===== src/rtl/tasm_pkg.sv =====
// Shared types and constants for the three-axis sliding median filter.
package tasm_pkg;

    localparam int SAMPLE_BITS       = 16;
    localparam int WINDOW_LENGTH_DEF = 5;

    typedef logic signed [SAMPLE_BITS-1:0] t_sample;

    typedef struct packed {
        t_sample sample_x;
        t_sample sample_y;
        t_sample sample_z;
    } t_in_item;

    typedef struct packed {
        t_sample median_x;
        t_sample median_y;
        t_sample median_z;
    } t_out_item;

    typedef struct packed {
        logic shift;
        logic adv;
    } t_lane_ctl;

    typedef struct packed {
        logic adv;
        logic vld;
    } t_merge_ctl;

endpackage


===== src/rtl/three_axis_sliding_median.sv =====
// Top level of the three-axis sliding median filter.
//
//   Channel | Valid        | Ready        | Payload
//   --------+--------------+--------------+------------------------------
//   input   | i_in_valid   | o_in_ready   | i_in_item  (sample_x/y/z)
//   output  | o_out_valid  | i_out_ready  | o_out_item (median_x/y/z)
//
// One item is accepted per cycle while the output is not stalled; its result is
// registered in each stage below before it is shown.
// The stages are the window shift, the registered compare matrix and the output register.
// Reset clears the windows to zero and empties the pipeline.
// A stalled output holds the pipeline; up to three items can be in flight.
module three_axis_sliding_median import tasm_pkg::*; #(
    parameter int WINDOW_LENGTH = WINDOW_LENGTH_DEF
) (
    input  logic      i_clk,
    input  logic      i_rst_n,
    input  logic      i_in_valid,
    output logic      o_in_ready,
    input  t_in_item  i_in_item,
    output logic      o_out_valid,
    input  logic      i_out_ready,
    output t_out_item o_out_item
);

    logic       r_s1_vld;
    logic       r_s2_vld;
    logic       w_en1;
    logic       w_en2;
    logic       w_en3;
    logic       w_out_vld;
    t_lane_ctl  w_lane_ctl;
    t_merge_ctl w_merge_ctl;
    t_sample    w_med_x;
    t_sample    w_med_y;
    t_sample    w_med_z;

    assign w_en3 = !w_out_vld || i_out_ready;
    assign w_en2 = !r_s2_vld || w_en3;
    assign w_en1 = !r_s1_vld || w_en2;

    always_ff @(posedge i_clk) begin
        if (!i_rst_n) begin
            r_s1_vld <= 1'b0;
            r_s2_vld <= 1'b0;
        end else begin
            if (w_en1) begin
                r_s1_vld <= i_in_valid;
            end
            if (w_en2) begin
                r_s2_vld <= r_s1_vld;
            end
        end
    end

    assign w_lane_ctl.shift = i_in_valid && w_en1;
    assign w_lane_ctl.adv   = w_en2;
    assign w_merge_ctl.adv  = w_en3;
    assign w_merge_ctl.vld  = r_s2_vld;

    tasm_lane #(.WINDOW_LENGTH(WINDOW_LENGTH)) u_lane_x (
        .i_clk    (i_clk),
        .i_rst_n  (i_rst_n),
        .i_ctl    (w_lane_ctl),
        .i_sample (i_in_item.sample_x),
        .o_median (w_med_x)
    );

    tasm_lane #(.WINDOW_LENGTH(WINDOW_LENGTH)) u_lane_y (
        .i_clk    (i_clk),
        .i_rst_n  (i_rst_n),
        .i_ctl    (w_lane_ctl),
        .i_sample (i_in_item.sample_y),
        .o_median (w_med_y)
    );

    tasm_lane #(.WINDOW_LENGTH(WINDOW_LENGTH)) u_lane_z (
        .i_clk    (i_clk),
        .i_rst_n  (i_rst_n),
        .i_ctl    (w_lane_ctl),
        .i_sample (i_in_item.sample_z),
        .o_median (w_med_z)
    );

    tasm_merge u_merge (
        .i_clk      (i_clk),
        .i_rst_n    (i_rst_n),
        .i_ctl      (w_merge_ctl),
        .i_median_x (w_med_x),
        .i_median_y (w_med_y),
        .i_median_z (w_med_z),
        .o_vld      (w_out_vld),
        .o_item     (o_out_item)
    );

    assign o_in_ready  = w_en1;
    assign o_out_valid = w_out_vld;

endmodule


===== src/rtl/tasm_lane.sv =====
// One axis lane: sample window, registered rank comparisons and median selection.
module tasm_lane import tasm_pkg::*; #(
    parameter int WINDOW_LENGTH = WINDOW_LENGTH_DEF
) (
    input  logic      i_clk,
    input  logic      i_rst_n,
    input  t_lane_ctl i_ctl,
    input  t_sample   i_sample,
    output t_sample   o_median
);

    localparam int RW = $clog2(WINDOW_LENGTH);

    t_sample                  r_win [WINDOW_LENGTH];
    t_sample                  r_cpy [WINDOW_LENGTH];
    logic [WINDOW_LENGTH-1:0] r_pre [WINDOW_LENGTH];
    logic [WINDOW_LENGTH-1:0] n_pre [WINDOW_LENGTH];
    logic [RW-1:0]            w_rank [WINDOW_LENGTH];

    always_ff @(posedge i_clk) begin
        if (!i_rst_n) begin
            for (int k = 0; k < WINDOW_LENGTH; k++) begin
                r_win[k] <= '0;
            end
        end else if (i_ctl.shift) begin
            r_win[0] <= i_sample;
            for (int k = 1; k < WINDOW_LENGTH; k++) begin
                r_win[k] <= r_win[k-1];
            end
        end
    end

    // Element j precedes element i when it is smaller, or equal and newer (lower in index).
    always_comb begin
        for (int i = 0; i < WINDOW_LENGTH; i++) begin
            for (int j = 0; j < WINDOW_LENGTH; j++) begin
                if (j < i) begin
                    n_pre[i][j] = (r_win[j] <= r_win[i]);
                end else if (j > i) begin
                    n_pre[i][j] = (r_win[j] < r_win[i]);
                end else begin
                    n_pre[i][j] = 1'b0;
                end
            end
        end
    end

    always_ff @(posedge i_clk) begin
        if (i_ctl.adv) begin
            for (int i = 0; i < WINDOW_LENGTH; i++) begin
                r_pre[i] <= n_pre[i];
                r_cpy[i] <= r_win[i];
            end
        end
    end

    always_comb begin
        for (int i = 0; i < WINDOW_LENGTH; i++) begin
            w_rank[i] = '0;
            for (int j = 0; j < WINDOW_LENGTH; j++) begin
                w_rank[i] = w_rank[i] + RW'(r_pre[i][j]);
            end
        end
    end

    generate
        if (WINDOW_LENGTH % 2 != 0) begin : g_odd
            localparam logic [RW-1:0] MID = RW'(WINDOW_LENGTH / 2);
            t_sample w_sel;

            always_comb begin
                w_sel = '0;
                for (int i = 0; i < WINDOW_LENGTH; i++) begin
                    if (w_rank[i] == MID) begin
                        w_sel = w_sel | r_cpy[i];
                    end
                end
            end

            assign o_median = w_sel;
        end else begin : g_even
            localparam logic [RW-1:0] LO = RW'(WINDOW_LENGTH / 2 - 1);
            localparam logic [RW-1:0] HI = RW'(WINDOW_LENGTH / 2);
            t_sample                     w_lo;
            t_sample                     w_hi;
            logic signed [SAMPLE_BITS:0] w_sum;

            always_comb begin
                w_lo = '0;
                w_hi = '0;
                for (int i = 0; i < WINDOW_LENGTH; i++) begin
                    if (w_rank[i] == LO) begin
                        w_lo = w_lo | r_cpy[i];
                    end
                    if (w_rank[i] == HI) begin
                        w_hi = w_hi | r_cpy[i];
                    end
                end
            end

            assign w_sum    = {w_lo[SAMPLE_BITS-1], w_lo} + {w_hi[SAMPLE_BITS-1], w_hi};
            assign o_median = w_sum[SAMPLE_BITS:1];
        end
    endgenerate

endmodule


===== src/rtl/tasm_merge.sv =====
// Output stage that gathers the three lane medians into one registered result item.
module tasm_merge import tasm_pkg::*; (
    input  logic       i_clk,
    input  logic       i_rst_n,
    input  t_merge_ctl i_ctl,
    input  t_sample    i_median_x,
    input  t_sample    i_median_y,
    input  t_sample    i_median_z,
    output logic       o_vld,
    output t_out_item  o_item
);

    logic      r_vld;
    t_out_item r_item;

    always_ff @(posedge i_clk) begin
        if (!i_rst_n) begin
            r_vld <= 1'b0;
        end else if (i_ctl.adv) begin
            r_vld <= i_ctl.vld;
        end
    end

    always_ff @(posedge i_clk) begin
        if (i_ctl.adv) begin
            r_item.median_x <= i_median_x;
            r_item.median_y <= i_median_y;
            r_item.median_z <= i_median_z;
        end
    end

    assign o_vld  = r_vld;
    assign o_item = r_item;

endmodule


===== config.mk =====
export PLATFORM = sky130hd
export DESIGN_NAME = three_axis_sliding_median
export DESIGN_NICKNAME = d
export VERILOG_FILES = /design/src/rtl/tasm_pkg.sv /design/src/rtl/three_axis_sliding_median.sv /design/src/rtl/tasm_lane.sv /design/src/rtl/tasm_merge.sv
export SDC_FILE = /design/constraint.sdc
export NUM_CORES = 1
export LEC_CHECK = 0
export BUFFER_PORTS_ARGS = -buffer_cell sky130_fd_sc_hd__buf_4
export CAP_MARGIN = 20
export CORE_MARGIN = 5
export CORE_UTILIZATION = 45
export CTS_CLUSTER_DIAMETER = 50
export DETAILED_ROUTE_END_ITERATION = 8
export GPL_ROUTABILITY_DRIVEN = 0
export SYNTH_ARGS = -nofsm -noshare
export SYNTH_HDL_FRONTEND = slang
export SYNTH_SLANG_ARGS = --single-unit

===== constraint.sdc =====
create_clock -name i_clk -period 8.6 [get_ports i_clk]
set_input_delay 1.29 -clock i_clk [delete_from_list [all_inputs] [get_ports i_clk]]
set_output_delay 1.29 -clock i_clk [all_outputs]
set_load 0.01 [all_outputs]

==> results.cfg, run 1 <==
[status]
outcome = completed

[sta]
hold_violations = 0
period_share_pct = 40.2
period_needed_ps = 3460
max_slew.worst_pin.slew_ps = 1110
setup_ws_ps = 5140
slew_headroom_pct = 25.8
finalSetupViolCount = 0
clock_skew_ps = 24.6
final-max-slew-violation-count = 0
fin_tns_setup_ps = 0
max_clock_freq_ghz = 0.289
whs_ps = 451
rsz0062_at_grt = false

[layout]
fin_util_pct = 51.8
nets = 3364
fin_area_mm2 = 0.0379
area_delta_synth_final_pct = 13.7
drive_gt1_share_pct = 10.2
antenna_cells = 0

[power]
peakVddDrop_v = 0.000144
p_leak_nw = 16.5
p_per_area_mw_per_mm2 = 249

[yosys]
ys_types = 49
syn_nets = 3203
synth_edf_count = 588
synth_area_leaders = edfxtp_1, ha_1, and2_1
synth_largest_area_cell = edfxtp_1
synth_top_area_share_pct = 52.9
syn_inst = 2626
yosysWarnings = 0
synthArstFlopShare_pct = 0
ys_seq_area_share_pct = 53.1
syn-cell-area_mm2 = 0.0334
synth_flop_cell = edfxtp_1
synth.avg_cell_area_um2 = 12.7
synth-seq-cells = 591

[floorplan]
rows = 99
boundaryPins = 102
die_area_mm2 = 0.0797
initial_core_util_pct = 45.6
die_w_um = 282
design.core.area_mm2 = 0.0732
chipHeight_um = 282

[setup_path]
path_max_fanout = 94
cp-start-kind = input pin
path_class = in2reg
cp.arrival_ps = 3920
required_ps = 9060
cp-end-kind = flip-flop

[grt]
grtUsageMet3_pct = 2.76
grtUsageMet2_pct = 36.0
track_usage_pct = 21.6
grtUsageMet1_pct = 29.6
grt_pass1_wl_um = 132000
antenna_found_initial = 2
grt_busiest_layer = met2
grt_pass1_vias = 22322
grt_overflow = 0
grt_max_degree = 166

[clocking]
clock_latency_ps = 610
cts-buffers-inserted = 77
clkSlewWorstSetupHoldPaths_ps = 60
clock-sinks = 591
post_cts_resized = 0
cts_tree = done
cts_setup_buffers = 0
root_buffer = clkbuf_16
ctsHoldBuffers = 0
cts_buffer_depth = 3
h-tree-depth = 3

[hold_path]
hold_class = reg2reg

[placed_design]
place_area_mm2 = 0.0353
dp_hpwl_um = 62600
io_buffers = 101
pre_cts_ws_ps = 4490

[route]
vias = 21782
wl_per_cell_um = 22.7
initialDrtViolationCount = 1710
avgViaCountPerCell = 5.72
routed_wl_um = 86500
drc = 0
ant_nets = 0
drtPass1Iterations = 7

[flow_run]
cap_violations = 0
==> placed cells by master (no fill, tap or decap), types with 30 or more instances in the layout <==
cell type / n
a21o_1: 31
a21oi_1: 187
a222oi_1: 48
a22oi_1: 48
and2_1: 240
buf_4: 116
clkbuf_16: 79
edfxtp_1: 588
ha_1: 510
inv_1: 245
mux2i_1: 45
nand2_1: 166
nand4_1: 72
nor2_1: 35
nor2b_1: 30
nor3_1: 43
o21ai_0: 30
==> flip-flops by register name, indices dropped and copies added, names as in the netlist <==
name,count
u_lane_x.r_pre,20
u_lane_z.r_win,80
u_lane_z.r_cpy,80
u_lane_y.r_win,80
u_lane_y.r_cpy,80
u_lane_y.r_pre,20
u_lane_x.r_win,80
u_merge.o_vld,1
u_merge.o_item,48
r_s1_vld,1
u_lane_z.r_pre,20
u_lane_x.r_cpy,80
r_s2_vld,1
==> cells in the mapped netlist, types with 30 or more instances <==
cell      number
edfxtp_1     588
ha_1         510
inv_1        246
and2_1       240
a21oi_1      187
nand2_1      168
nand4_1       72
a222oi_1      48
a22oi_1       48
mux2i_1       45
nor3_1        43
nor2_1        35
a21o_1        31
nor2b_1       30
o21ai_0       30
==> per-layer routing <==
layer	vias up	wire length [um]	part of all wire [%]
li1	10318	-	-
met1	10707	39000	45
met2	597	40600	47
met3	160	4320	5.0
met4	0	2560	3.0
met5	-	0	0
==> critical path, stage by stage <==
cell and delay [ps]:
buf_4 90, nor2b_4 50, nand3_2 100, and3_4 770, buf_4 580, buf_4 640, and2_1 230
==> power breakdown <==
part           internal, W  total [W]  switching, W
logic             0.000944    0.00246       0.00151
clock network      0.00192    0.00318       0.00126
registers          0.00359    0.00381      0.000227
total              0.00645    0.00946       0.00300
==> metrics by stage <==
step	power [W]	cells
after floorplan	0.00513	2626
after global placement	0.00618	3660
after detailed placement	0.00630	3663
after CTS	0.00951	3801
after global routing	0.00993	3805
final	0.00946	3805
==> path summary, 6_finish.rpt <==
kind,start,endpoint,slack [ps],cells past startpoint
max,i_out_ready,u_lane_z.r_win[0][71],5140,7
min,u_lane_y.r_win[0][66],u_lane_y.r_cpy[0][66],450,0
max reg2reg,u_merge.o_vld,u_lane_z.r_win[0][71],5520,6
min reg2reg,u_lane_y.r_win[0][66],u_lane_y.r_cpy[0][66],450,0
==> cell type report <==
| class | count | area [um2] |
|---|---|---|
| Clock buffer | 92 | 2030 |
| Fill cell | 6152 | 35300 |
| Inverter | 246 | 923 |
| Sequential cell | 591 | 17700 |
| Multi-Input combinational cell | 1747 | 14500 |
| Tap cell | 959 | 1200 |
| Clock inverter | 46 | 529 |
| Timing Repair Buffer | 124 | 1010 |
==> logic make-up (layout without fill, tap and decap cells) <==
| group | count (synthesis) | after routing | share of synthesized area (%) |
|---|---|---|---|
| buffers and inverters | 288 | 508 | 3.80 |
| XOR/XNOR | 2 | 2 | 0.0525 |
| flip-flops | 591 | 591 | 53.1 |
| multiplexers | 52 | 52 | 1.59 |
| AND/OR/NAND/NOR | 706 | 706 | 12.0 |
| adder cells (fa/ha/maj) | 525 | 525 | 20.0 |
| AO/OA/AOI/OAI | 462 | 462 | 9.44 |
Power figures use the tool's default switching activity.
==> run 2: changes to the inputs <==
--- a/config.mk
+++ b/config.mk
@@ -5,6 +5,7 @@
 export SDC_FILE = /design/constraint.sdc
 export NUM_CORES = 1
 export LEC_CHECK = 0
+export ABC_AREA = 1
 export BUFFER_PORTS_ARGS = -buffer_cell sky130_fd_sc_hd__buf_4
 export CAP_MARGIN = 20
 export CORE_MARGIN = 5
==> constraint.sdc (replaced) <==
create_clock -name i_clk -period 2.8 [get_ports i_clk]
set_input_delay 0.42 -clock i_clk [delete_from_list [all_inputs] [get_ports i_clk]]
set_output_delay 0.42 -clock i_clk [all_outputs]
set_load 0.01 [all_outputs]
==> results.cfg, run 2 <==
[status]
outcome = completed

[yosys]
synth_common_cells = inv_1, edfxtp_1, nand2_1
synth_area_leaders = edfxtp_1, ha_1, inv_1
ys_types = 30
synth_xor_area_share_pct = 0
muxShareOfSynthArea_pct = 0
synth_largest_area_cell = edfxtp_1
synth_top_family_by_area = adder cells
synth_top_area_share_pct = 51.0
yosysMostFrequentCell = inv_1
synth_flop_cell = edfxtp_1
synth-simple-area-share_pct = 13.8
syn-cell-area_mm2 = 0.0346
synth_compound_area_share_pct = 7.86
syn_inst = 3340
synthArstFlopShare_pct = 0
syn_nets = 3917
ys_seq_area_share_pct = 51.2
synth-seq-cells = 591
yosysWarnings = 0
synth_edf_count = 588
synthAdderAreaFrac_pct = 19.3
synth.avg_cell_area_um2 = 10.4

[clocking]
clkSlewWorstSetupHoldPaths_ps = 60
clock_latency_ps = 630
clock-sinks = 591
cts_buffer_depth = 3
root_buffer = clkbuf_16
cts_tree = done
cts-buffers-inserted = 82
cts_setup_buffers = 0
h-tree-depth = 3

[sta]
rsz0062_at_grt = false
hold_violations = 0
period_needed_ps = 2640
max_clock_freq_ghz = 0.379
clock_skew_ps = 25.4
period_share_pct = 94.2
setup_ws_ps = 163
max_slew.worst_pin.slew_ps = 967
finalSetupViolCount = 0
final-max-slew-violation-count = 0
slew_headroom_pct = 35.6

[floorplan]
design.core.area_mm2 = 0.0761
die_w_um = 287
chipHeight_um = 287
die_area_mm2 = 0.0825
initial_core_util_pct = 45.5
boundaryPins = 102
rows = 101

[layout]
antenna_cells = 0
regArea_mm2 = 0.0177
drive_gt1_share_pct = 9.46
fin_cells = 4613
fill_cells = 6843
area_delta_synth_final_pct = 14.1
nets = 4100
final_common_cell = inv_1
layout_common_cells = inv_1, edfxtp_1, nand2_1
multi_input_area_mm2 = 0.0142

[grt]
grt_max_degree = 104
grt_pass1_wl_um = 133000
track_usage_pct = 20.8
antenna_found_initial = 1
grt_pass1_vias = 23057
grt_overflow = 0

[setup_path]
cp-end-kind = flip-flop
path_max_fanout = 16
required_ps = 3100
path_class = reg2reg
cp-start-kind = flip-flop
cp.arrival_ps = 2940

[placed_design]
dp_hpwl_um = 64200
placed_cells = 4469
io_buffers = 101
pre_cts_ws_ps = 96.7

[route]
initialDrtViolationCount = 1741
vias = 23219
drtPass1Iterations = 5
ant_nets = 0
routed_wl_um = 85200
avgViaCountPerCell = 5.03
wl_per_cell_um = 18.5
drc = 0

[power]
p_per_area_mw_per_mm2 = 748
p_leak_nw = 18.4
peakVddDrop_v = 0.000485

[flow_run]
cap_violations = 0

[hold_path]
hold_class = in2reg
-- run 2: changes by cell type in the layout (fill, tap and decap cells not counted), moves of 59 or more --
cell,previous run,this run
and2_1,240,22
inv_1,245,612
nand2_1,166,537
nand3_1,27,104
nand4_1,72,13
nor2_1,35,379
o21ai_0,30,106
-- run 2: repair_timing --
item,in CTS,in global routing
gates resized for setup,0,2
endpoints found under the setup margin,0,13
hold buffers,0,0
-- run 2: layout make-up --
class,count,area share [%]
Clock buffer,93,5.35
Clock inverter,51,1.45
Inverter,615,5.90
Multi-Input combinational cell,2087,36.0
Sequential cell,591,44.9
Tap cell,1030,3.26
Timing Repair Buffer,146,3.17
-- run 2: kinds of logic (layout without fill, tap and decap cells) --
family / count (synthesis) / in the layout
buffers and inverters: 662 / 905
and+or+nand+nor: 1119 / 1119
adders and majority gates: 525 / 525
DFF: 591 / 591
AOI/OAI and AO/OA: 443 / 443
-- run 2: stage by stage --
stage	cell area, um2	hold slack (ps)	TNS, ps	total power, W	util [%]
after floorplan	34600	426	-879990	0.0165	-
after global placement	36800	427	-1960	0.0193	48.3
after detailed placement	36800	432	0	0.0195	48.4
after CTS	39500	52.7	0	0.0298	51.9
after global routing	39500	72.3	0	0.0313	51.9
final	39500	88.2	0	0.0295	51.9
-- run 2: layer usage --
| layer | share of wire (%) | track usage (%) |
|---|---|---|
| met1 | 47 | 29.7 |
| met2 | 45 | 33.3 |
| met3 | 4.7 | 3.32 |
| met4 | 2.7 | 5.49 |
| met5 | 0.0082 | 0 |
-- run 2: power by group --
group	internal (W)	total, W	switching (W)
logic	0.00291	0.00754	0.00463
clock network	0.00623	0.0102	0.00402
registers	0.0111	0.0118	0.000707
-- run 2: final timing paths --
path	from	endpoint	slack, ps	cells past startpoint
hold reg to reg	u_lane_y.r_win[0][66]	u_lane_y.r_cpy[0][66]	440	0
hold / removal	i_in_item[47]	u_lane_x.r_win[0][15]	90	3
setup reg to reg	u_lane_y.r_pre[0][20]	u_merge.o_item[19]	160	5
setup / recovery	u_lane_y.r_pre[0][20]	u_merge.o_item[19]	160	5
-- run 2: critical path, stage by stage (launching register included) --
cell and delay, ps:
edfxtp_1 370, ha_1 320, fa_1 360, ha_1 270, or3b_1 770, o221ai_1 230
